==> src/ptd_fifo.sv <==
// ---------------------------------------------------------------------------
// ptd_fifo
// Two-entry queue between the edge classifier and the root unit.
// ---------------------------------------------------------------------------
module ptd_fifo #(
    parameter int W = 8
) (
    input  logic         i_clk,
    input  logic         i_rst_n,
    input  logic         i_valid,
    output logic         o_ready,
    input  logic [W-1:0] i_data,
    output logic         o_valid,
    input  logic         i_ready,
    output logic [W-1:0] o_data
);
    logic [W-1:0] r_mem [2];
    logic         r_wp;
    logic         r_rp;
    logic [1:0]   r_cnt;
    logic         w_push;
    logic         w_pop;

    assign o_ready = (r_cnt != 2'd2);
    assign o_valid = (r_cnt != 2'd0);
    assign o_data  = r_mem[r_rp];
    assign w_push  = i_valid && o_ready;
    assign w_pop   = o_valid && i_ready;

    always_ff @(posedge i_clk) begin
        if (w_push) begin
            r_mem[r_wp] <= i_data;
        end
        if (!i_rst_n) begin
            r_wp  <= 1'b0;
            r_rp  <= 1'b0;
            r_cnt <= 2'd0;
        end else begin
            if (w_push) begin
                r_wp <= ~r_wp;
            end
            if (w_pop) begin
                r_rp <= ~r_rp;
            end
            r_cnt <= r_cnt + {1'b0, w_push} - {1'b0, w_pop};
        end
    end
endmodule

==> config.mk <==
export PLATFORM = sky130hd
export DESIGN_NAME = ptd_fifo
export DESIGN_NICKNAME = d
export VERILOG_FILES = /design/src/ptd_fifo.sv
export SDC_FILE = /design/constraint.sdc
export NUM_CORES = 1
export LEC_CHECK = 0
export BUFFER_PORTS_ARGS = -buffer_cell sky130_fd_sc_hd__buf_2
export CORE_UTILIZATION = 47
export DETAILED_ROUTE_END_ITERATION = 6
export PLACE_DENSITY = 0.84
export SLEW_MARGIN = 15
export SYNTH_ARGS = -nofsm -noshare
export SYNTH_HDL_FRONTEND = slang
export SYNTH_SLANG_ARGS = --single-unit
==> constraint.sdc <==
create_clock -name i_clk -period 1.75 [get_ports i_clk]
set_input_delay 0.2625 -clock i_clk [delete_from_list [all_inputs] [get_ports i_clk]]
set_output_delay 0.2625 -clock i_clk [all_outputs]
set_load 0.01 [all_outputs]
* Word-level counts from Yosys, hierarchy flattened
Memories as Yosys holds them, arrays and structs flattened. A register that Yosys moved wholly into a read port is not among the register bits.
Index checks and enable logic that the tools add are counted.
** Word-level totals
- Register bits :: 4
- Bits in latches :: 0
- Memory bits (writable) :: 16
- Memory bits (read-only) :: 0
- Bits of input ports :: 12
- Output and inout bits :: 10
- Word-level logic and storage cells :: 16
- Memories :: 1
** Operators by class
- Add/sub/neg operators :: 2
- Multiply operators :: 0
- Div/mod/pow operators :: 0
- $lt $le $gt $ge :: 0
- Eq/ne operators :: 1
- Shift operators :: 0
- Multiplexer cells :: 4
- Bitwise gates (word level) :: 2
- Reduce and logical (&&, ||, !) cells :: 3
** Memory list
- r_mem :: words 2, bits a word 8, read ports 1, clocked after Yosys merged registers in 1, wr ports 1, RTL line 17 : logic [W-1:0] r_mem [2];
** Operators with widths (number)
- $mux W1 :: 4
- $add A2 B1 Y2 :: 1
- $logic_and A1 B1 Y1 :: 2
- $ne A2 B2 Y1 const B :: 1
- $not A1 Y1 :: 2
- $reduce_bool A2 Y1 :: 1
- $sub A2 B1 Y2 :: 1

* Longest topological paths before layout
Gate-level depths: netlist of run 1.
- Word-level depth :: 4
- Gate-level depth with buffers :: 8
- Mapped depth without buffers :: 8

* Worst setup path before layout of run 1
No wires, ideal clock.
- Kind :: register to register
- Start :: register r_cnt[0]
- End :: register r_cnt[1]
- Library setup time :: 0.115 ns
- Arrival time :: 1.493 ns
- Data required time :: 1.635 ns
- Setup slack :: 0.142 ns
- Cell stages (with the launch flop) :: 9
- Buffers on the path :: 0
- Period minus slack after synthesis :: 1.608 ns
- Cell sequence :: dfxtp_1 nand2b_1 nand2_1 ha_1 inv_1 ha_1 xnor2_1 xnor2_1 and2_1
** On the way
- Word-level cells in the longest chain between the ends :: 4
- Elaborated cells on any way between the ends :: 6
- Those cells by class :: add/sub (2); eq/ne (1); reduce/logical (3)
** RTL lines
- from (decl) :: RTL line 20 : logic [1:0] r_cnt;
- from (signal assigned) :: RTL line 45 : r_cnt <= r_cnt + {1'b0, w_push} - {1'b0, w_pop};
- $ne A2 B2 Y1 :: RTL line 24 : assign o_ready = (r_cnt != 2'd2);
- via o_ready :: RTL line 11 : output logic o_ready,
- $logic_and A1 B1 Y1 :: RTL line 27 : assign w_push = i_valid && o_ready;
- $add A2 B1 Y2 :: RTL line 45
- $sub A2 B1 Y2 :: RTL line 45
The timed path passes the listed nets, and every way through them passes these cells.
A chain may end at the register's enable or synchronous reset.

==> run metrics, run 1 <==
status completed; Hold Violations, Final 0; largest net degree at the start of global routing 12; max-slew violation count 0; Worst Tran Pin Value 0.378 ns; standard-cell rows 14; yosys warns 0; initial antenna violation count 0; max_slew headroom 0.748; hold crit path type in2reg; Cell Chain, Critical Path mux2_2 -> buf_2; max incr delay on CP 0.55 ns; Worst EP required between 1 and 1.5 ns; Static Leakage a little under 0.0004 uW; Die Height 43.5 um; first-pass detailed-route iteration total 3; Via-to-Cell Ratio 4.94; CTS buffer count 3; post-synthesis sequential area ratio 0.716; global-route wire length before repair about 1900 um; final period utilization 0.927; DR vias 445; clk_lat worst skew between 0.2 and 0.3 ns; nets 89; TNS Setup 0 ns; IO Pins 22; Setup Buffers After CTS 0; Setup Skew 0.00260 ns; Ant. Diodes 0; Cell Area, Synth 811 sq um; Setup CP Type reg2out; DP HPWL 831 um; Worst setup SP type flip-flop; Syn Nets 63; Starting DRT DRC Count 11; CTS tree done; aggregate global-route resource usage 0.149; RSZ-0062 raised after global routing false; Mapped Cells 49; CP bufs+invs 1; Yosys cell types 16; die area between 1500 and 2000 sq um; Area Growth Syn to Fin 19.0%; VDD IR-drop max 0.688 mV; CP endpoint kind primary output; total gr overflow 0; Avg Inst Size Synth around 17 sq um; final setup vio count 0; Yosys reg bits 21; post-layout min period 1.62 ns; # DRC 0; CTS max path bufs 2; CTS clk-pin slew, worst paths roughly 0.1 ns; vias in the first global route 435; slowest stage cell, crit path dfxtp_1; clock sinks 21; Power per Cell Area 1350 nW/um^2; delay-heaviest family, CP flip-flops; total design power roughly 1300 uW; CP Max Fanout 8; final RePlAce weighted congestion 0.715; fmax 617 MHz; Routed Antenna Nets 0; DR WL/cell roughly 13 um; Post-Route WL 1130 um; Post-CTS Hold Fix Bufs 0; H-Tree Depth 1; Starting Density 0.520; Root Buffer clkbuf_4; # port buffers 21; Resized Gates After CTS 0; Die Width 43.5 um; CP arrival 1.36 ns; Core Box Area 1560 sq um; layout cell share with drive strength beyond 1 0.473; max-cap violations 0
## per-layer routing
metal | track usage | vias up | routed length [um]
met5 | 0 | - | 0
met4 | 0.113 | 0 | 0
met3 | 0.0542 | 0 | 46
met2 | 0.255 | 10 | 616
met1 | 0.145 | 210 | 463
li1 | - | 225 | -
## sequential cells by signal, summed over array words and instances (netlist names), named ones only
name,flops
r_cnt,2
r_mem,16
r_rp,1
r_wp,1
## path summary, 6_finish.rpt
kind,start,to,slack (ns),depth (start not counted)
max reg2reg,r_cnt[0],r_cnt[1],0.13,8
min,i_data[7],r_mem[1][7],0.15,1
min reg2reg,r_wp,r_wp,0.50,2
max,flip-flop,o_data[4],0.13,2
## cell usage after synthesis, drive strengths merged
library cell | count | area share
and2 | 2 | 0.015
and3 | 1 | 0.0077
buf | 1 | 0.0062
dfxtp | 5 | 0.12
edfxtp | 16 | 0.59
ha | 2 | 0.031
inv | 1 | 0.0046
mux2 | 8 | 0.11
mux2i | 1 | 0.012
nand2 | 2 | 0.0093
nand2b | 2 | 0.015
nor2 | 1 | 0.0046
nor2b | 2 | 0.015
o21a | 1 | 0.011
or2 | 1 | 0.0077
xnor2 | 3 | 0.032
## report_power, final
group / leakage (uW) / switching, uW / internal, uW / total, uW
registers: 0.000191 / 57.6 / 634 / 692
logic: 0.000183 / 177 / 215 / 393
clock network: 0.0000150 / 130 / 88.6 / 218
total: 0.000389 / 364 / 938 / 1300
## worst reg2reg max path: cells and delay by family (launching register included)
| family | cells | cell delay (ns) |
|---|---|---|
| XOR/XNOR | 2 | 0.26 |
| adder cells (fa/ha/maj) | 2 | 0.47 |
| buffers and inverters | 1 | 0.04 |
| flip-flops | 1 | 0.37 |
| AND/OR/NAND/NOR | 3 | 0.40 |
## per-stage QoR
stage	util	setup WS, ns	area, sq um	hold slack [ns]	std cells
finish	0.619	0.128	965	0.154	90
global route	0.619	0.00476	965	0.120	90
CTS	0.619	0.0945	965	0.139	90
detailed placement	0.602	0.124	938	0.456	86
global placement	0.602	0.183	938	0.451	86
floorplan	-	0.142	811	0.361	49
## area by class of cell
| type | count | area (sq um) |
|---|---|---|
| inverters | 1 | 3.75 |
| flip-flops and latches | 21 | 581 |
| fillers | 125 | 594 |
| well taps | 16 | 20.0 |
| clock buffers | 4 | 26.3 |
| repair buffers | 22 | 113 |
| multi-input cells | 26 | 221 |
## kinds of logic (layout without fill, tap and decap cells)
family,after synthesis,in the layout,synth area share
fa+ha+maj,2,2,0.0309
compound gates,1,1,0.0108
simple gates,11,11,0.0756
mux,9,9,0.123
flops,21,21,0.716
buf+inv,2,27,0.0108
xor+xnor,3,3,0.0324
## cells in the final DEF (no fill, tap or decap)
cell type and count:
buf_2 21, edfxtp_1 16, mux2_2 8, dfxtp_1 5, xnor2_1 3, clkbuf_4 3, nand2b_1 2, nand2_1 2
nor2b_1 2, and2_1 2, ha_1 2, o21a_2 1, or2_2 1, inv_1 1, and3_1 1, nor2_1 1
mux2i_1 1, clkbuf_1 1, buf_4 1
(Power assumes the default switching activity.)
==> inputs of run 2 (changes only) <==
clock period = 1.68 ns   (was 1.75 ns; I/O delays follow)
==> run 2 against run 1 <==
Setup slack got worse by 0.046 ns. Via count increased by 2.0%. Hold slack worse by 0.011 ns. Clock skew up 0.0047 ns. Critical path type is now reg2reg. Critical endpoint is now r_cnt[1]. Largest power group unchanged.
==> run metrics, run 2 (synthesis gave the netlist of run 1 again) <==
die area 1900 sq um (unchanged); layout cell share with drive strength beyond 1 0.581 (was 0.473); Hold Crit Start i_data[2] (was i_data[7]); Starting Density 0.520 (unchanged); DR vias 454 (was 445); nets 89 (unchanged); Final Non-Filler Cells 90 (unchanged); max incr delay on CP 0.39 ns (was 0.55 ns); delay-heaviest family, CP adder cells (was flip-flops); hold crit path type in2reg (unchanged); final setup vio count 0 (unchanged); total design power 1410 uW (was 1300 uW); Area Growth Syn to Fin 22.4% (was 19.0%); dpl cells 86 (unchanged); vias in the first global route 462 (was 435); Ant. Diodes 0 (unchanged); first-pass detailed-route iteration total 2 (was 3); Die Height 43.5 um (unchanged); Resized Gates After CTS 0 (unchanged); RR Startpoint r_cnt[1] (was r_cnt[0]); Static Leakage 0.000397 uW (was 0.000389 uW); VDD IR-drop max 0.677 mV (was 0.688 mV); CTS max path bufs 2 (unchanged); Post-CTS Hold Fix Bufs 0 (unchanged); Hold Violations, Final 0 (unchanged); Worst Tran Pin Value 0.386 ns (was 0.378 ns); final period utilization 0.951; Setup Buffers After CTS 0 (unchanged); status completed (unchanged); commonest non-fill, non-tap cells in the layout buf_2 (21), edfxtp_1 (16), mux2_2 (8) (unchanged); FF/Latch Area 587 sq um (was 581 sq um); # DRC 0 (unchanged); Worst R2R End r_cnt[1] (unchanged); Worst Hold Endpoint r_mem[0][2] (was r_mem[1][7]); fillers 127 (was 125); IO Pins 22 (unchanged); Largest register FFs 16 (unchanged); Root Buffer clkbuf_4 (unchanged); post-layout min period 1.60 ns; Post-Route WL 1150 um (was 1130 um); final RePlAce weighted congestion 0.761 (was 0.715); hold_ws 0.143 ns (was 0.154 ns); CTS buffer count 3 (unchanged); total gr overflow 0 (unchanged); Worst setup SP type flip-flop (unchanged); CP endpoint kind flip-flop (was primary output); Cell Chain, Critical Path o21a_2 -> ha_1 -> inv_1 -> ha_2 -> xnor2_2 -> xnor2_1 -> and2_1 (was mux2_2 -> buf_2); Setup CP Type reg2reg (was reg2out); multi-input combinational cell area 241 sq um (was 221 sq um); clk_lat worst skew 0.29 ns (about the same); clock sinks 21 (unchanged); Power per Cell Area 1420 nW/um^2 (was 1350 nW/um^2); Core Box Area 1560 sq um (unchanged); Top Registers r_mem: 16 flops, r_cnt: 2 flops (unchanged); Biggest register r_mem (unchanged); CP Max Fanout 4 (was 8); max-slew violation count 0 (unchanged); CP arrival 1.80 ns (was 1.36 ns); CTS clk-pin slew, worst paths 0.11 ns (was 0.10 ns); # port buffers 21 (unchanged); hold depth 1 (unchanged); initial antenna violation count 0 (unchanged); DR WL/cell 12.8 um (was 12.5 um); largest net degree at the start of global routing 13 (was 12); FF-to-FF path depth 7 (was 8); RSZ-0062 raised after global routing false (unchanged); global-route wire length before repair 1840 um (was 1860 um); CP bufs+invs 1 (unchanged); Via-to-Cell Ratio 5.04 (was 4.94); slowest stage cell, crit path dfxtp_4 (was dfxtp_1); Starting DRT DRC Count 8 (was 11); max-cap violations 0 (unchanged); Routed Antenna Nets 0 (unchanged); H-Tree Depth 1 (unchanged); Worst EP required 1.88 ns (was 1.49 ns); CTS tree done (unchanged); standard-cell rows 14 (unchanged); fmax approximately 630 MHz; aggregate global-route resource usage 0.145 (was 0.149); TNS Setup 0 ns (unchanged); Setup Skew 0.00730 ns (was 0.00260 ns); R2R setup slack 0.08 ns (was 0.13 ns); most common cell after layout, fill and taps aside buf_2 (unchanged); max_slew headroom 0.742 (was 0.748); Die Width 43.5 um (unchanged)
[run 2: metal layers]
| metal | global-route usage | routed length, um | vias up |
|---|---|---|---|
| met3 | 0.0667 | 49 | 2 |
| met1 | 0.137 | 444 | 215 |
| met2 | 0.252 | 644 | 12 |
| met4 | 0.0938 | 9 | 0 |
| li1 | - | - | 225 |
| met5 | 0 | 0 | - |
[run 2: metrics by stage]
step / utilization / cell area (sq um) / worst slack [ns]
after detailed placement: 0.602 / 938 / 0.0440
after global routing: 0.636 / 992 / 0.00709
after floorplan: - / 811 / 0.0718
after CTS: 0.620 / 966 / 0.0315
after global placement: 0.602 / 938 / 0.126
final: 0.636 / 992 / 0.0821
[run 2: report_power, final]
part	switching (uW)	internal (uW)	leakage (uW)
clock	139	88.5	0.0000177
combinational	190	250	0.000187
sequential	70.3	671	0.000192
[run 2: worst max path at each step]
stage	depth (start not counted)	start	slack, ns	to
3_3_place_gp	8	r_cnt[0]	0.13	r_cnt[1]
6_report	7	r_cnt[1]	0.08	r_cnt[1]
2_1_floorplan	8	r_cnt[0]	0.07	r_cnt[1]
3_5_place_dp	8	r_cnt[0]	0.04	r_cnt[1]
5_1_grt	7	r_cnt[1]	0.007	r_cnt[1]
4_1_cts	8	r_cnt[0]	0.03	r_cnt[1]
[run 2: final cells by class]
| type | instances | area share |
|---|---|---|
| clock inverters | 1 | 0.00504 |
| clock buffers | 3 | 0.0227 |
| flip-flops and latches | 21 | 0.591 |
| inverters | 1 | 0.00378 |
| well taps | 16 | 0.0202 |
| multi-input cells | 26 | 0.243 |
| repair buffers | 22 | 0.113 |
==> inputs of run 3 (changes only) <==
GPL_TIMING_DRIVEN = 0   (was default)
==> run 3 against run 2 <==
Setup slack got worse by 0.045 ns. Utilization is the same. Fmax is 2.7% lower. Hold slack lost 0.0069 ns. Largest cell class unchanged. Largest power group unchanged.
==> run metrics, run 3 (synthesis gave the netlist of run 1 again) <==
Seq pwr share 0.500 (was 0.526); Worst R2R End r_cnt[1] (unchanged); vias in the first global route 433 (was 462); RR Startpoint r_cnt[1] (unchanged); Via-to-Cell Ratio 5.18 (was 5.04); max-cap violations 0 (unchanged); Root Buffer clkbuf_4 (unchanged); total gr overflow 0 (unchanged); Top Registers r_mem: 16 flops, r_cnt: 2 flops (unchanged); multi-input combinational cell area 239 sq um (was 241 sq um); DR WL/cell 13.0 um (was 12.8 um); Largest register FFs 16 (unchanged); R2R setup slack 0.04 ns (was 0.08 ns); # port buffers 21 (unchanged); Logic pwr share 0.338 (was 0.312); Starting DRT DRC Count 8 (unchanged); Core Box Area 1560 sq um (unchanged); CTS max path bufs 2 (unchanged); Biggest register r_mem (unchanged); Net Sw Frac 0.285 (was 0.284); Worst setup SP type flip-flop (unchanged); IO Pins 22 (unchanged); Static Leakage 0.000401 uW (was 0.000397 uW); Setup CP Type reg2reg (unchanged); layout cell share with drive strength beyond 1 0.547 (was 0.581); CP Max Fanout 4 (unchanged); DP HPWL roughly 860 um; commonest non-fill, non-tap cells in the layout buf_2 (22), edfxtp_1 (16), mux2_2 (8) (was buf_2 (21), edfxtp_1 (16), mux2_2 (8)); Worst Hold Endpoint r_mem[1][4] (was r_mem[0][2]); status completed (unchanged); first-pass detailed-route iteration total 4 (was 2); FF-to-FF path depth 7 (unchanged); fillers 116 (was 127); H-Tree Depth 1 (unchanged); CTS clk-pin slew, worst paths 0.10 ns (was 0.11 ns); VDD IR-drop max 0.713 mV (was 0.677 mV); Post-CTS Hold Fix Bufs 0 (unchanged); Starting Density 0.520 (unchanged); fmax 609 MHz (was 626 MHz); Power per Cell Area 1440 nW/um^2 (was 1420 nW/um^2); Clk network pwr share 0.162 (about the same); CTS buffer count 3 (unchanged); Area Growth Syn to Fin 22.4% (unchanged); Hold Crit Start i_data[4] (was i_data[2]); CP arrival 1.84 ns (was 1.80 ns); largest net degree at the start of global routing 12 (was 13); final period utilization 0.978 (was 0.951); FF/Latch Area 586 sq um (was 587 sq um); most common cell after layout, fill and taps aside buf_2 (unchanged); Setup Skew 0.00104 ns (was 0.00730 ns); hold_ws 0.136 ns (was 0.143 ns); die area 1900 sq um (unchanged); standard-cell rows 14 (unchanged); final setup vio count 0 (unchanged); Crit. Startpoint r_cnt[1] (unchanged); aggregate global-route resource usage 0.144 (was 0.145); hold depth 1 (unchanged); TNS Setup 0 ns (unchanged); Power Internal 1020 uW (was 1010 uW); Ant. Diodes 0 (unchanged); hold crit path type in2reg (unchanged); CP endpoint kind flip-flop (unchanged); Die Height 43.5 um (unchanged); DR vias 471 (was 454); max_slew headroom 0.547 (was 0.742); Worst EP required 1.88 ns (about the same); post-layout min period 1.64 ns (was 1.60 ns); max-slew violation count 0 (unchanged); Post-Route WL 1180 um (was 1150 um); CTS tree done (unchanged); sw power 407 uW (was 400 uW); Worst Tran Pin Value 0.677 ns (was 0.386 ns); final RePlAce weighted congestion 0.722 (was 0.761); Die Width 43.5 um (unchanged); clk_lat worst skew 0.29 ns (about the same); Hold Violations, Final 0 (unchanged); Routed Antenna Nets 0 (unchanged); dpl cells 86 (unchanged); final core utilization 0.636 (unchanged); nets 90 (was 89); # DRC 0 (unchanged); Final Non-Filler Cells 91 (was 90); global-route wire length before repair 1860 um (was 1840 um); clock sinks 21 (unchanged); initial antenna violation count 0 (unchanged)
-- run 3: worst max-delay path: stages (launching register included) --
cell and delay, ns:
dfxtp_4 0.38, o21a_2 0.23, ha_1 0.28, inv_1 0.04, ha_1 0.21, xnor2_2 0.14, xnor2_1 0.12, and2_1 0.15
-- run 3: final cells by class --
cell class / instances / area share
Tap cell: 16 / 0.0202
Inverter: 1 / 0.00378
Sequential cell: 21 / 0.590
Multi-Input combinational cell: 26 / 0.241
Buffer: 1 / 0.00504
Timing Repair Buffer: 22 / 0.113
Clock buffer: 4 / 0.0265
-- run 3: what timing repair did --
item / 4_1_cts / 5_1_grt
setup endpoints to repair: 0 / 9
buffers inserted: 0 / 1
gates resized for setup: 0 / 6
-- run 3: metrics by stage --
| stage | worst slack, ns | instance area [sq um] | power, uW |
|---|---|---|---|
| 4_1_cts | 0.00573 | 962 | 1380 |
| 5_1_grt | -0.00705 | 992 | 1510 |
| 3_3_place_gp | 0.0981 | 936 | 1120 |
| 6_report | 0.0373 | 992 | 1420 |
| 3_5_place_dp | 0.0174 | 936 | 1150 |
| 2_1_floorplan | 0.0718 | 811 | 1010 |
-- run 3: worst max path at each step --
stage,cells after the start,endpoint
finish,7,r_cnt[1]
global route,7,r_cnt[1]
CTS,8,r_cnt[1]
detailed placement,8,r_cnt[1]
global placement,8,r_cnt[1]
floorplan,8,r_cnt[1]
-- run 3: metal layers --
metal / global-route usage / up-vias / wire length, um
met1: 0.164 / 225 / 449
met5: 0 / - / 0
met4: 0.0938 / 0 / 29
met2: 0.239 / 13 / 654
li1: - / 228 / -
met3: 0.0375 / 5 / 47
-- run 3: power groups by stage --
| stage | registers (uW) | clock network, uW | logic [uW] |
|---|---|---|---|
| finish | 712 | 231 | 482 |
| detailed placement | 714 | 0 | 436 |
| global route | 721 | 269 | 520 |
| global placement | 705 | 0 | 419 |
| CTS | 703 | 237 | 436 |
| floorplan | 700 | 0 | 308 |
