### src/ptd_pkg.sv
// ---------------------------------------------------------------------------
// ptd_pkg
// Shared constants and register indexes of the edge distance block.
// ---------------------------------------------------------------------------
package ptd_pkg;

    localparam int COORD_BITS_DEF = 16;
    localparam int FRAC_BITS_DEF  = 16;
    localparam int OUT_BITS       = 33;
    localparam int CFG_IDX_BITS   = 3;
    localparam int NUM_VTX_REGS   = 6;

    typedef enum logic [CFG_IDX_BITS-1:0] {
        CFG_A_X = 3'd0,
        CFG_A_Y = 3'd1,
        CFG_B_X = 3'd2,
        CFG_B_Y = 3'd3,
        CFG_C_X = 3'd4,
        CFG_C_Y = 3'd5
    } t_cfg_idx;

endpackage

### src/ptd_res_if.sv
// ---------------------------------------------------------------------------
// ptd_res_if
// Result channel: point distance and running maximum per transfer.
// ---------------------------------------------------------------------------
interface ptd_res_if ();
    logic                          valid;
    logic                          ready;
    logic [ptd_pkg::OUT_BITS-1:0]  point_distance;
    logic [ptd_pkg::OUT_BITS-1:0]  max_distance;

    modport source (output valid, point_distance, max_distance, input ready);
    modport sink   (input valid, point_distance, max_distance, output ready);
endinterface

### src/ptd_back.sv
// ---------------------------------------------------------------------------
// ptd_back
// Divide, take the least edge value, round the root, track the maximum.
// ---------------------------------------------------------------------------
module ptd_back #(
    parameter int COORD_BITS = ptd_pkg::COORD_BITS_DEF,
    parameter int FRAC_BITS  = ptd_pkg::FRAC_BITS_DEF,
    parameter int EW         = 8
) (
    input  logic          i_clk,
    input  logic          i_rst_n,
    input  logic          i_valid,
    output logic          o_ready,
    input  logic [EW-1:0] i_data,
    ptd_res_if.source     m_res
);
    localparam int DW   = COORD_BITS + 1;
    localparam int PW   = 2 * DW;
    localparam int NW   = 4 * DW;
    localparam int EW1  = NW + PW + 1;
    localparam int SH   = 2 * FRAC_BITS + 2;
    localparam int XW   = NW + SH;
    localparam int RW   = XW / 2;
    localparam int OW   = ptd_pkg::OUT_BITS;
    localparam int CNTW = $clog2(XW + 1);

    typedef enum logic [5:0] {
        B_IDLE = 6'b000001,
        B_EDGE = 6'b000010,
        B_DIV  = 6'b000100,
        B_DEND = 6'b001000,
        B_SQRT = 6'b010000,
        B_FIN  = 6'b100000
    } t_bstate;

    t_bstate         r_st;
    logic [EW-1:0]   r_ent;
    logic [1:0]      r_e;
    logic [CNTW-1:0] r_cnt;
    logic [XW-1:0]   r_x;
    logic [XW-1:0]   r_best;
    logic [PW-1:0]   r_rem;
    logic [RW-1:0]   r_root;
    logic [RW+1:0]   r_srem;
    logic [OW-1:0]   r_max;
    logic            r_ov;
    logic [OW-1:0]   r_od;
    logic [OW-1:0]   r_om;

    logic [NW-1:0]   w_num;
    logic [PW-1:0]   w_den;
    logic            w_dir;
    logic [PW:0]     w_dtmp;
    logic            w_dge;
    logic [XW-1:0]   w_cand;
    logic [XW-1:0]   w_nb;
    logic [RW+3:0]   w_stmp;
    logic [RW+3:0]   w_trial;
    logic            w_sge;
    logic [RW:0]     w_rr1;
    logic [RW-1:0]   w_rr;
    logic            w_sat;
    logic [OW-1:0]   w_dist;
    logic [OW-1:0]   w_base;
    logic            w_load;

    always_comb begin
        w_num   = r_ent[r_e*EW1 +: NW];
        w_den   = r_ent[r_e*EW1 + NW +: PW];
        w_dir   = r_ent[r_e*EW1 + NW + PW];
        w_dtmp  = {r_rem, r_x[XW-1]};
        w_dge   = (w_dtmp >= {1'b0, w_den});
        w_cand  = (r_st == B_DEND) ? r_x : (XW'(w_num) << SH);
        w_nb    = (w_cand < r_best) ? w_cand : r_best;
        w_stmp  = {r_srem, r_x[XW-1 -: 2]};
        w_trial = (RW+4)'({r_root, 2'b01});
        w_sge   = (w_stmp >= w_trial);
        // Round to nearest: largest odd value not above the root, halved up.
        w_rr1   = ({1'b0, r_root} + (RW+1)'(1)) >> 1;
        w_rr    = w_rr1[RW-1:0];
        w_sat   = (RW > OW) ? |(w_rr >> OW) : 1'b0;
        w_dist  = w_sat ? '1 : OW'(w_rr);
        w_base  = r_ent[EW-1] ? '0 : r_max;
        w_load  = (r_st == B_FIN) && (!r_ov || m_res.ready);
    end

    assign o_ready              = (r_st == B_IDLE);
    assign m_res.valid          = r_ov;
    assign m_res.point_distance = r_od;
    assign m_res.max_distance   = r_om;

    always_ff @(posedge i_clk) begin
        unique case (r_st)
            B_IDLE: begin
                r_ent  <= i_data;
                r_e    <= 2'd0;
                r_best <= '1;
            end
            B_EDGE, B_DEND: begin
                if ((r_st == B_EDGE) && !w_dir) begin
                    r_x   <= XW'(w_num) << SH;
                    r_rem <= '0;
                    r_cnt <= CNTW'(XW);
                end else if (r_e == 2'd2) begin
                    r_x    <= w_nb;
                    r_root <= '0;
                    r_srem <= '0;
                    r_cnt  <= CNTW'(RW);
                end else begin
                    r_best <= w_nb;
                    r_e    <= r_e + 2'd1;
                end
            end
            B_DIV: begin
                r_rem <= w_dge ? PW'(w_dtmp - {1'b0, w_den}) : w_dtmp[PW-1:0];
                r_x   <= {r_x[XW-2:0], w_dge};
                r_cnt <= r_cnt - CNTW'(1);
            end
            B_SQRT: begin
                r_srem <= w_sge ? (RW+2)'(w_stmp - w_trial) : w_stmp[RW+1:0];
                r_root <= {r_root[RW-2:0], w_sge};
                r_x    <= r_x << 2;
                r_cnt  <= r_cnt - CNTW'(1);
            end
            B_FIN: begin
            end
            default: begin
            end
        endcase
        if (w_load) begin
            r_od <= w_dist;
            r_om <= (w_dist > w_base) ? w_dist : w_base;
        end
        if (!i_rst_n) begin
            r_st  <= B_IDLE;
            r_ov  <= 1'b0;
            r_max <= '0;
        end else begin
            if (m_res.ready) begin
                r_ov <= 1'b0;
            end
            if (w_load) begin
                r_ov  <= 1'b1;
                r_max <= (w_dist > w_base) ? w_dist : w_base;
            end
            unique case (r_st)
                B_IDLE: r_st <= i_valid ? B_EDGE : B_IDLE;
                B_EDGE: begin
                    if (!w_dir) begin
                        r_st <= B_DIV;
                    end else if (r_e == 2'd2) begin
                        r_st <= B_SQRT;
                    end
                end
                B_DIV:  r_st <= (r_cnt == CNTW'(1)) ? B_DEND : B_DIV;
                B_DEND: r_st <= (r_e == 2'd2) ? B_SQRT : B_EDGE;
                B_SQRT: r_st <= (r_cnt == CNTW'(1)) ? B_FIN : B_SQRT;
                B_FIN:  r_st <= w_load ? B_IDLE : B_FIN;
                default: r_st <= B_IDLE;
            endcase
        end
    end
endmodule

### src/flat_wrapper.sv
// flat-port wrapper written by rule: the top's interface ports become plain ports
module ptd_back_flat 
#(
    parameter int COORD_BITS = ptd_pkg::COORD_BITS_DEF,
    parameter int FRAC_BITS  = ptd_pkg::FRAC_BITS_DEF,
    parameter int EW         = 8
)
  (i_clk, i_rst_n, i_valid, o_ready, i_data, m_res_valid, m_res_point_distance, m_res_max_distance, m_res_ready);
  ptd_res_if m_res_i ();
  input  logic i_clk;
  input  logic i_rst_n;
  input  logic i_valid;
  output logic o_ready;
  input  logic [EW-1:0] i_data;
  output wire logic [$bits(m_res_i.valid)-1:0] m_res_valid;
  output wire logic [$bits(m_res_i.point_distance)-1:0] m_res_point_distance;
  output wire logic [$bits(m_res_i.max_distance)-1:0] m_res_max_distance;
  input wire logic [$bits(m_res_i.ready)-1:0] m_res_ready;
  assign m_res_valid = m_res_i.valid;
  assign m_res_point_distance = m_res_i.point_distance;
  assign m_res_max_distance = m_res_i.max_distance;
  assign m_res_i.ready = m_res_ready;
  ptd_back #(.COORD_BITS(COORD_BITS), .FRAC_BITS(FRAC_BITS), .EW(EW)) u_core (.i_clk(i_clk), .i_rst_n(i_rst_n), .i_valid(i_valid), .o_ready(o_ready), .i_data(i_data), .m_res(m_res_i));
endmodule
### config.mk
export PLATFORM = sky130hd
export DESIGN_NAME = ptd_back_flat
export DESIGN_NICKNAME = d
export VERILOG_FILES = /design/src/ptd_pkg.sv /design/src/ptd_res_if.sv /design/src/ptd_back.sv /design/src/flat_wrapper.sv
export SDC_FILE = /design/constraint.sdc
export NUM_CORES = 1
export LEC_CHECK = 0
export ABC_AREA = 0
export BUFFER_PORTS_ARGS = -buffer_cell sky130_fd_sc_hd__buf_4
export CORE_ASPECT_RATIO = 0.9
export CORE_MARGIN = 5
export CORE_UTILIZATION = 65
export DETAILED_ROUTE_END_ITERATION = 10
export GPL_TIMING_DRIVEN = 0
export PLACE_DENSITY = 0.83
export SLEW_MARGIN = 20
export SYNTH_ARGS = -nofsm -noshare
export SYNTH_HDL_FRONTEND = slang
export SYNTH_SLANG_ARGS = --single-unit
### constraint.sdc
create_clock -name i_clk -period 19.7 [get_ports i_clk]
set_input_delay 0.985 -clock i_clk [delete_from_list [all_inputs] [get_ports i_clk]]
set_output_delay 0.985 -clock i_clk [all_outputs]
set_load 0.02 [all_outputs]
**Word level (Yosys, flattened, before mapping)**

Cells that the tools add are included.

- Register bits: 465
- Output and inout bits: 68
- Input port bits: 12
- Word-level logic and storage cells: 100

- Add/subtract/negate cells: 7
- Equal/unequal tests: 14
- Shifts and indexed selects: 2
- Order comparisons: 5
- Muxes and demuxes: 39
- Multiply operators: 1
- Reduce and logical (&&, ||, !) cells: 19

Operator list:

| operator | number |
|---|---|
| 2-to-1 mux 102 bit | 6 |
| one-hot mux 102 bit (3 select lines) | 1 |
| one-hot mux 102 bit (2 select lines) | 1 |
| 2-to-1 mux 53 bit | 3 |
| one-hot mux 53 bit (2 select lines) | 1 |
| less-than comparator 102 bit | 1 |
| 2-to-1 mux 51 bit | 2 |
| one-hot mux 51 bit (2 select lines) | 1 |
| 2-to-1 mux 33 bit | 3 |
| 2-to-1 mux 34 bit | 2 |
| one-hot mux 34 bit (2 select lines) | 1 |
| indexed part select 8 x 10 -> 68 bit | 1 |
| >= comparator 55 x 53 -> 1 bit | 1 |
| subtractor 53 bit | 1 |
| adder 51 x 1 -> 52 bit, second input constant | 1 |
| one-hot mux 6 bit (6 select lines) | 1 |
| >= comparator 35 x 34 -> 1 bit | 1 |
| indexed part select 8 x 33 -> 34 bit | 1 |
| subtractor 34 bit | 1 |
| > comparator 33 bit | 1 |
| adder 32 x 6 -> 32 bit, second input constant | 1 |
| less-than comparator 32 x 4 -> 1 bit, second input constant | 1 |
| 2-to-1 mux 6 bit | 4 |
| OR reduction 18 bit | 1 |
| 32 further kinds | 49 |

**Depth between registers and ports, before layout**

Gate-level depths: netlist of the first run.

- Depth in word-level cells: 9
- Gate-level depth with buffers: 25

**Least setup slack after synthesis of the first run**

No wires, ideal clock.

- Path kind: register to register
- Start: register u_core.r_e[0]
- End: register u_core.r_x[0], enable pin
- Setup time: 0.597 ns
- Path slack: 12.353 ns
- Arrival time: 6.750 ns
- Required time: 19.103 ns
- Path buffers: 1
- Stages on the path, launching flop included: 8
- Cells stage by stage: edfxtp_1 -> ha_1 -> mux4_2 -> mux2i_1 -> nor2b_1 -> clkbuf_1 -> nor3_1 -> a21oi_1

- Cells in the longest elaborated chain, start to end: 9
- Elaborated cells between the ends (all ways): 10
- Those cells by class: add/sub (2); mul (1); eq/ne (2); mux (2); reduce/logical (3)

RTL lines:

| item | RTL line | text |
|---|---|---|
| start, declared | ptd_back.sv:38 | `logic [1:0] r_e;` |
| start signal, assigned | ptd_back.sv:111 | `r_e <= r_e + 2'd1;` |
| multiplier 2 x 7 -> 9 bit | ptd_back.sv:70 | `w_dir = r_ent[r_e*EW1 + NW + PW];` |
| adder 9 x 7 -> 10 bit | ptd_back.sv:70 |  |
| adder 32 x 6 -> 32 bit | ptd_back.sv:70 |  |
| binary-select mux 1 bit (select 3 bit) | ptd_back.sv:70 |  |
| 2-to-1 mux 1 bit (not written as such) | ptd_back.sv:70 |  |
| logical NOT 1 bit | ptd_back.sv:100 | `if ((r_st == B_EDGE) && !w_dir) begin` |
| logical AND 1 bit | ptd_back.sv:100 |  |
| inequality test 3 x 1 -> 1 bit (no source line) * | -- |  |
| AND reduction 2 bit (no source line) * | -- |  |
| end signal, assigned | ptd_back.sv:101 | `r_x <= XW'(w_num) << SH;` |
| end signal, assigned | ptd_back.sv:105 | `r_x <= w_nb;` |
| end signal, assigned | ptd_back.sv:116 | `r_x <= {r_x[XW-2:0], w_dge};` |
| end, declared | ptd_back.sv:40 | `logic [XW-1:0] r_x;` |

Mark *: on every way between the ends. The rest lies on a longest branch, timed or not. The select of a mux whose other input is x is not followed.
A chain may end at the register's enable or synchronous reset.

**Worst setup path after layout of the first run**

- Start: register u_core.r_st[5]
- End: register u_core.r_best[2] (data pin)

- Cells in the longest elaborated chain, start to end: 7
- Elaborated cells between the ends (all ways): 10
- Those cells by class: order compare (1); eq/ne (3); mux (5); reduce/logical (1)

RTL lines:

| item | RTL line | text |
|---|---|---|
| start, declared | ptd_back.sv:36 | `t_bstate r_st;` |
| start signal, assigned | ptd_back.sv:147 | `B_IDLE: r_st <= i_valid ? B_EDGE : B_IDLE;` |
| start signal, assigned | ptd_back.sv:155 | `B_DIV: r_st <= (r_cnt == CNTW'(1)) ? B_DEND : B_DIV;` |
| start signal, assigned | ptd_back.sv:156 | `B_DEND: r_st <= (r_e == 2'd2) ? B_SQRT : B_EDGE;` |
| equality test 6 x 4 -> 1 bit | ptd_back.sv:73, ptd_back.sv:93 |  |
| 2-to-1 mux 102 bit | ptd_back.sv:73 | `w_cand = (r_st == B_DEND) ? r_x : (XW'(w_num) << SH);` |
| less-than comparator 102 bit | ptd_back.sv:74 | `w_nb = (w_cand < r_best) ? w_cand : r_best;` |
| 2-to-1 mux 102 bit | ptd_back.sv:74 |  |
| 2-to-1 mux 102 bit | ptd_back.sv:104 | `end else if (r_e == 2'd2) begin` |
| 2-to-1 mux 102 bit | ptd_back.sv:100 |  |
| one-hot mux 102 bit (2 select lines) * | ptd_back.sv:93 | `unique case (r_st)` |
| end signal, assigned | ptd_back.sv:110 | `r_best <= w_nb;` |
| end, declared | ptd_back.sv:41 | `logic [XW-1:0] r_best;` |

Marked as above.

==> results of run 1 <==
stage by stage:
stage	util	std cells	hold slack [ns]	power, W	setup WS (ns)
finish	0.733	4015	0.478	0.00228	12.90
CTS	0.733	4015	0.481	0.00228	13.09
global placement	0.690	3910	0.463	0.00132	9.43
floorplan	-	3223	0.448	0.00127	12.35
global route	0.733	4015	0.496	0.00235	12.44
detailed placement	0.698	3923	0.465	0.00133	13.11
final cells by class:
cell class | count | area [um2]
multi-input combinational | 2264 | 14600
sequential | 465 | 13600
fill | 3332 | 12100
clock buffer | 64 | 1350
inverter | 272 | 1020
buffer | 222 | 907
timing repair buffer | 92 | 906
tap | 608 | 761
clock inverter | 28 | 275
cells in the final DEF, fill, tap and decap left out, drive strengths merged, types with 18 or more instances in the layout:
cell type / count
a21o: 120
a21oi: 122
a22o: 36
a22oi: 93
a31oi: 215
and2: 45
buf: 115
clkbuf: 263
clkinv: 18
dfxtp: 40
edfxtp: 425
ha: 192
inv: 275
mux2i: 38
nand2: 293
nand2b: 46
nand3: 126
nand4: 57
nor2: 204
nor3: 242
nor4: 18
o211ai: 105
o21ai: 64
xnor2: 67
xor2: 21
power groups by stage:
| stage | Clock, W | Combinational, W | Sequential (W) |
|---|---|---|---|
| floorplan | 0 | 0.000125 | 0.00115 |
| global placement | 0 | 0.000164 | 0.00116 |
| detailed placement | 0 | 0.000182 | 0.00115 |
| CTS | 0.000965 | 0.000183 | 0.00113 |
| global route | 0.00101 | 0.000204 | 0.00114 |
| finish | 0.000961 | 0.000187 | 0.00113 |
logic make-up (layout without fill, tap and decap cells):
logic type | count (synthesis) | in the layout | synth area share
DFF | 465 | 465 | 0.451
and+or+nand+nor | 1099 | 1099 | 0.174
buffers and inverters | 494 | 678 | 0.0641
xor gates and xnor gates | 88 | 88 | 0.0256
AOI/OAI and AO/OA | 845 | 845 | 0.191
adders and majority gates | 192 | 192 | 0.0799
muxes | 40 | 40 | 0.0141
sequential cells by signal, indices dropped and copies added (netlist names), 2 cells and up:
register / cells
u_core.r_cnt: 7
u_core.r_st: 6
u_core.r_max: 33
u_core.r_ent: 8
u_core.m_res.point_distance: 33
u_core.r_best: 102
u_core.m_res.max_distance: 33
u_core.r_e: 2
u_core.r_x: 102
u_core.r_rem: 34
u_core.r_root: 51
u_core.r_srem: 53
critical path: cells and delay by family (launching register included):
family	cells	cell delay (ns)
buffers and inverters	6	2.91
AO/OA/AOI/OAI	9	2.06
AND/OR/NAND/NOR	3	0.95
flip-flops	1	0.34
adder cells (fa/ha/maj)	1	0.24
layer usage:
metal | share of wire | wire [um]
met2 | 0.46 | 40800
met5 | 0 | 0
met1 | 0.39 | 34400
met3 | 0.093 | 8170
met4 | 0.055 | 4860
path summary, 6_finish.rpt:
kind	start	to	slack, ns	depth (start not counted)
max reg2reg	u_core.r_st[5]	u_core.r_best[2]	12.90	19
max	u_core.r_st[5]	u_core.r_best[2]	12.90	19
min reg2reg	u_core.r_max[0]	u_core.r_max[0]	0.48	1
min	u_core.r_max[0]	u_core.r_max[0]	0.48	1
==> results_dict.tcl, run 1 <==
set metrics [dict create \
    chipHeight_um 214 \
    ys.warnings.count 3 \
    p_per_area_nw_per_um2 68.3 \
    arrival_ns 7.11 \
    use_met2 0.538 \
    max_freq_ghz 0.147 \
    placement.io_buffers 79 \
    fin_setup_tns_ns 0 \
    clock-skew-final_ns 0.0298 \
    worstPathRequired_ns 20.01 \
    worstSetupStartpointType "flip-flop" \
    core.rowCount 74 \
    crit_fanout 10 \
    worstMarginPinSlew_ns 1.10 \
    synth_top_area_cell "edfxtp_1" \
    maxSlewHeadroom 0.270 \
    met1_usage 0.441 \
    antenna_found_initial 0 \
    yosysMostFrequentCell "edfxtp_1" \
    yosys_most_used_dff "edfxtp_1" \
    coreArea_um2 45600 \
    grt_most_used_layer "met2" \
    combPwrFrac 0.082 \
    placed_area_um2 31800 \
    fin_area_um2 33400 \
    slew_violations 0 \
    end_kind "flip-flop" \
    maxCapViolCount 0 \
    outcome "complete, no violations" \
    dr_total_vias 27000 \
    power_frac_clock 0.421 \
    grt_use_met3 0.0549 \
    clockBufferDepth 3 \
    start_util 0.660 \
    setup_viol 0 \
    antenna_cells 0 \
    drt_iter0_drc 3564 \
    path_cells "nor4_1 -> and3b_1 -> clkbuf_1 -> clkbuf_1 -> clkbuf_1 -> nand2_1 -> inv_1 -> ha_1 -> a21o_1 -> a21o_1 -> a21oi_1 -> o21ai_0 -> a211oi_1 -> a21o_1 -> a21oi_1 -> a21oi_1 -> clkbuf_1 -> clkbuf_1 -> o211ai_1" \
    path_class "flip-flop to flip-flop" \
    cts.reportedPaths.clkPinSlew_ns 0.06 \
    io_pins 80 \
    yosys-top-cells-count "edfxtp_1 (425), nand2_1 (293), inv_1 (271)" \
    firstDrtPassIters 7 \
    hold_viol_final 0 \
    htree_levels 2 \
    ys_seq_area_frac 0.451 \
    finalCriticalPeriod_ns 6.80 \
    ant_nets 0 \
    syn_nets 3427 \
    ys_top_cells_by_area "edfxtp_1 (42%), ha_1 (8.0%), a31oi_1 (4.5%)" \
    insertion_delay_ns 0.62 \
    grt_overflow_total 0 \
    synth.top_cell.area_share 0.424 \
    slowest_delay_ns 0.83 \
    avgRoutedWirePerCell_um 22.0 \
    cts-hold-fix-buffers 0 \
    netlist-cell-type-count 73 \
    wl_um 88200 \
    critPathMostFrequentCell "clkbuf_1" \
    synth_edf_count 425 \
    die-area_um2 50700 \
    p_int_w 0.00172 \
    place_hpwl_um 63200 \
    grt_pass1_wl_um 140000 \
    avgSynthCellArea_um2 9.33 \
    die_width_um 237 \
    place.gp.congestion 0.988 \
    nNetsFinal 3571 \
    max-vdd-ir-drop_mv 0.0718 \
    critPathSlowestCell "clkbuf_1" \
    grt_pass1_vias 26300 \
    grt_usage 0.334 \
    vias_per_cell 6.73 \
    switching_share 0.248 \
    seqPwrFrac 0.497 \
    synthesis.area_um2 30100 \
    grt_start_max_net_pins 47 \
    cts_num_sinks 465 \
    tritoncts "built" \
    switchingPower_w 0.000566 \
    grt_setup_unrepaired "false" \
    hp-class "flip-flop to flip-flop" \
    async_flop_share 0 \
    postCtsResizedCells 0 \
    cts_buffers 50 \
    syn_inst 3223 \
    clk_root_buffer_cell "clkbuf_16" \
    drive_gt1_frac 0.0587 \
    ys_seq_elements 465 \
    syn_to_final_growth_pct 11.1 \
    post-route-period-util 0.345 \
    post-route-drc-count 0 \
    cts_setup_buffers 0 \
    total_leakage_power_nw 14.4 \
]
Power figures use the tool's default switching activity.
==> run 2: changes to the inputs <==
--- a/config.mk
+++ b/config.mk
@@ -9,10 +9,10 @@
 export BUFFER_PORTS_ARGS = -buffer_cell sky130_fd_sc_hd__buf_4
 export CORE_ASPECT_RATIO = 0.9
 export CORE_MARGIN = 5
-export CORE_UTILIZATION = 65
+export CORE_UTILIZATION = 58
 export DETAILED_ROUTE_END_ITERATION = 10
 export GPL_TIMING_DRIVEN = 0
-export PLACE_DENSITY = 0.83
+export PLACE_DENSITY = 0.78
 export SLEW_MARGIN = 20
 export SYNTH_ARGS = -nofsm -noshare
 export SYNTH_HDL_FRONTEND = slang
==> constraint.sdc (replaced) <==
create_clock -name i_clk -period 5.9 [get_ports i_clk]
set_input_delay 0.295 -clock i_clk [delete_from_list [all_inputs] [get_ports i_clk]]
set_output_delay 0.295 -clock i_clk [all_outputs]
set_load 0.02 [all_outputs]
==> results_dict.tcl, run 2 (synthesis results as in run 1) <==
set metrics [dict create \
    coreArea_um2 51500 \
    finalCriticalPeriod_ns 5.72 \
    post-route-util 0.660 \
    slew_violations 0 \
    total_leakage_power_nw 14.6 \
    die_width_um 250 \
    p_per_area_nw_per_um2 222 \
    final_cell_mix "edfxtp_1 (425), nand2_1 (288), inv_1 (271)" \
    worstMarginPinSlew_ns 1.14 \
    maxCapViolCount 0 \
    insertion_delay_ns 0.63 \
    final_common_cell "edfxtp_1" \
    crit_family "buffers and inverters" \
    firstDrtPassIters 7 \
    reg2reg_depth 16 \
    place.gp.congestion 0.959 \
    avgRoutedWirePerCell_um 21.6 \
    htree_levels 2 \
    max-vdd-ir-drop_mv 0.213 \
    die-area_um2 56500 \
    path_cells "nor4_2 -> and3b_1 -> clkbuf_1 -> clkbuf_2 -> clkbuf_2 -> nand2_1 -> inv_1 -> ha_1 -> nand4_1 -> nor4_2 -> nand3_1 -> nor2_1 -> clkbuf_1 -> buf_1 -> a31oi_1 -> nand3_1" \
    dr_total_vias 27200 \
    outcome "complete, no violations" \
    syn_to_final_growth_pct 13.0 \
    fill_cells 4035 \
    post-route-drc-count 0 \
    ant_nets 0 \
    chipHeight_um 226 \
    drt_iter0_drc 3583 \
    start_util 0.584 \
    fin_setup_tns_ns 0 \
    cts_num_sinks 465 \
    power.total_w 0.00756 \
    clk_root_buffer_cell "clkbuf_16" \
    nNetsFinal 3597 \
    use_met2 0.484 \
    met1_usage 0.410 \
    maxSlewHeadroom 0.237 \
    placement.io_buffers 79 \
    grt_pass1_wl_um 140000 \
    post-route-period-util 0.969 \
    grt_overflow_total 0 \
    critPathSlowestCell "clkbuf_1" \
    drive_gt1_frac 0.0813 \
    clockBufferDepth 3 \
    grt_most_used_layer "met2" \
    core.rowCount 79 \
    setup_viol 0 \
    vias_per_cell 6.61 \
    path_class "flip-flop to flip-flop" \
    grt_usage 0.301 \
    grt_use_met3 0.0570 \
    place_hpwl_um 63700 \
    hold_ws_ns 0.0646 \
    cp.depth 16 \
    worstPathRequired_ns 6.34 \
    holdPathStages 3 \
    grt_pass1_vias 26200 \
    hp-class "input pin to flip-flop" \
    clock-skew-final_ns 0.0569 \
    max_freq_ghz 0.175 \
    grt_start_max_net_pins 47 \
    cts.reportedPaths.clkPinSlew_ns 0.07 \
    io_pins 80 \
    wl_um 89100 \
    slowest_delay_ns 0.84 \
    worstSetupStartpointType "flip-flop" \
    tritoncts "built" \
    reg_top3 "u_core.r_best x102, u_core.r_x x102, u_core.r_srem x53" \
    end_kind "flip-flop" \
    antenna_found_initial 1 \
    arrival_ns 6.16 \
    cp_num_buf_inv 6 \
    crit_fanout 10 \
    cts_buffers 50 \
    hold_viol_final 0 \
]
## run 2: changes by cell type in the layout (fill, tap and decap cells not counted), moves of 5 or more
cell / before / now
nor4_1: 17 / 11
buf_4: 79 / 100
dlygate4sd3_1: 0 / 10
clkbuf_2: 0 / 40
clkbuf_1: 208 / 163
nor4_2: 1 / 6
clkinv_2: 13 / 6
nand2_1: 293 / 288
clkinv_1: 2 / 7
nand2_2: 0 / 5
## run 2: what timing repair did
item                                    CTS  global route
pin swaps                                 3            10
setup buffers                             4            13
hold buffers                             10             0
resized for setup                        28           104
endpoints found under the setup margin  270           270
endpoints found under the hold margin    15             0
## run 2: final cells by class
cell class | instances | area, um2 | share of cell area
multi-input combinational | 2264 | 14800 | 0.435
clock buffer | 65 | 1330 | 0.0391
timing repair buffer | 120 | 1170 | 0.0344
sequential | 465 | 13600 | 0.399
antenna | 2 | 5.00 | 0.000147
clock inverter | 26 | 277 | 0.00814
buffer | 220 | 988 | 0.0291
tap | 688 | 861 | 0.0253
inverter | 272 | 1020 | 0.0301
## run 2: worst paths after layout
check	start	to	slack [ns]
worst max-delay path	u_core.r_st[5]	u_core.r_x[4]	0.18
worst max register to register	u_core.r_st[5]	u_core.r_x[4]	0.18
worst min-delay path	m_res_ready	u_core.m_res.valid	0.06
worst min register to register	u_core.r_max[10]	u_core.r_max[10]	0.49
## run 2: tightest hold or removal path: cells and delay by family
kind / cells / cell delay [ns]
compound gates: 1 / 0.12
buf+inv: 1 / 0.07
simple gates: 1 / 0.16
## run 2: power breakdown
| part | internal, W | total, W | switching, W | leakage [nW] |
|---|---|---|---|---|
| Combinational | 0.000227 | 0.000634 | 0.000407 | 10.0 |
| Sequential | 0.00371 | 0.00379 | 0.0000767 | 3.83 |
| Clock | 0.00173 | 0.00314 | 0.00140 | 0.757 |
| Total | 0.00567 | 0.00756 | 0.00189 | 14.6 |
## run 2: metal layers
layer	share of wire	up-vias
met5	0	-
met4	0.043	0
met3	0.11	299
met2	0.45	1782
met1	0.40	12800
li1	-	12300
## run 2: through the flow
| step | std cells | setup WS, ns | area [um2] |
|---|---|---|---|
| after floorplan | 3223 | 0.700 | 30100 |
| after global placement | 3990 | -1.73 | 31500 |
| after detailed placement | 4004 | -1.05 | 31900 |
| after CTS | 4108 | 0.00123 | 33700 |
| after global routing | 4120 | -0.0627 | 34000 |
| final | 4122 | 0.182 | 34000 |
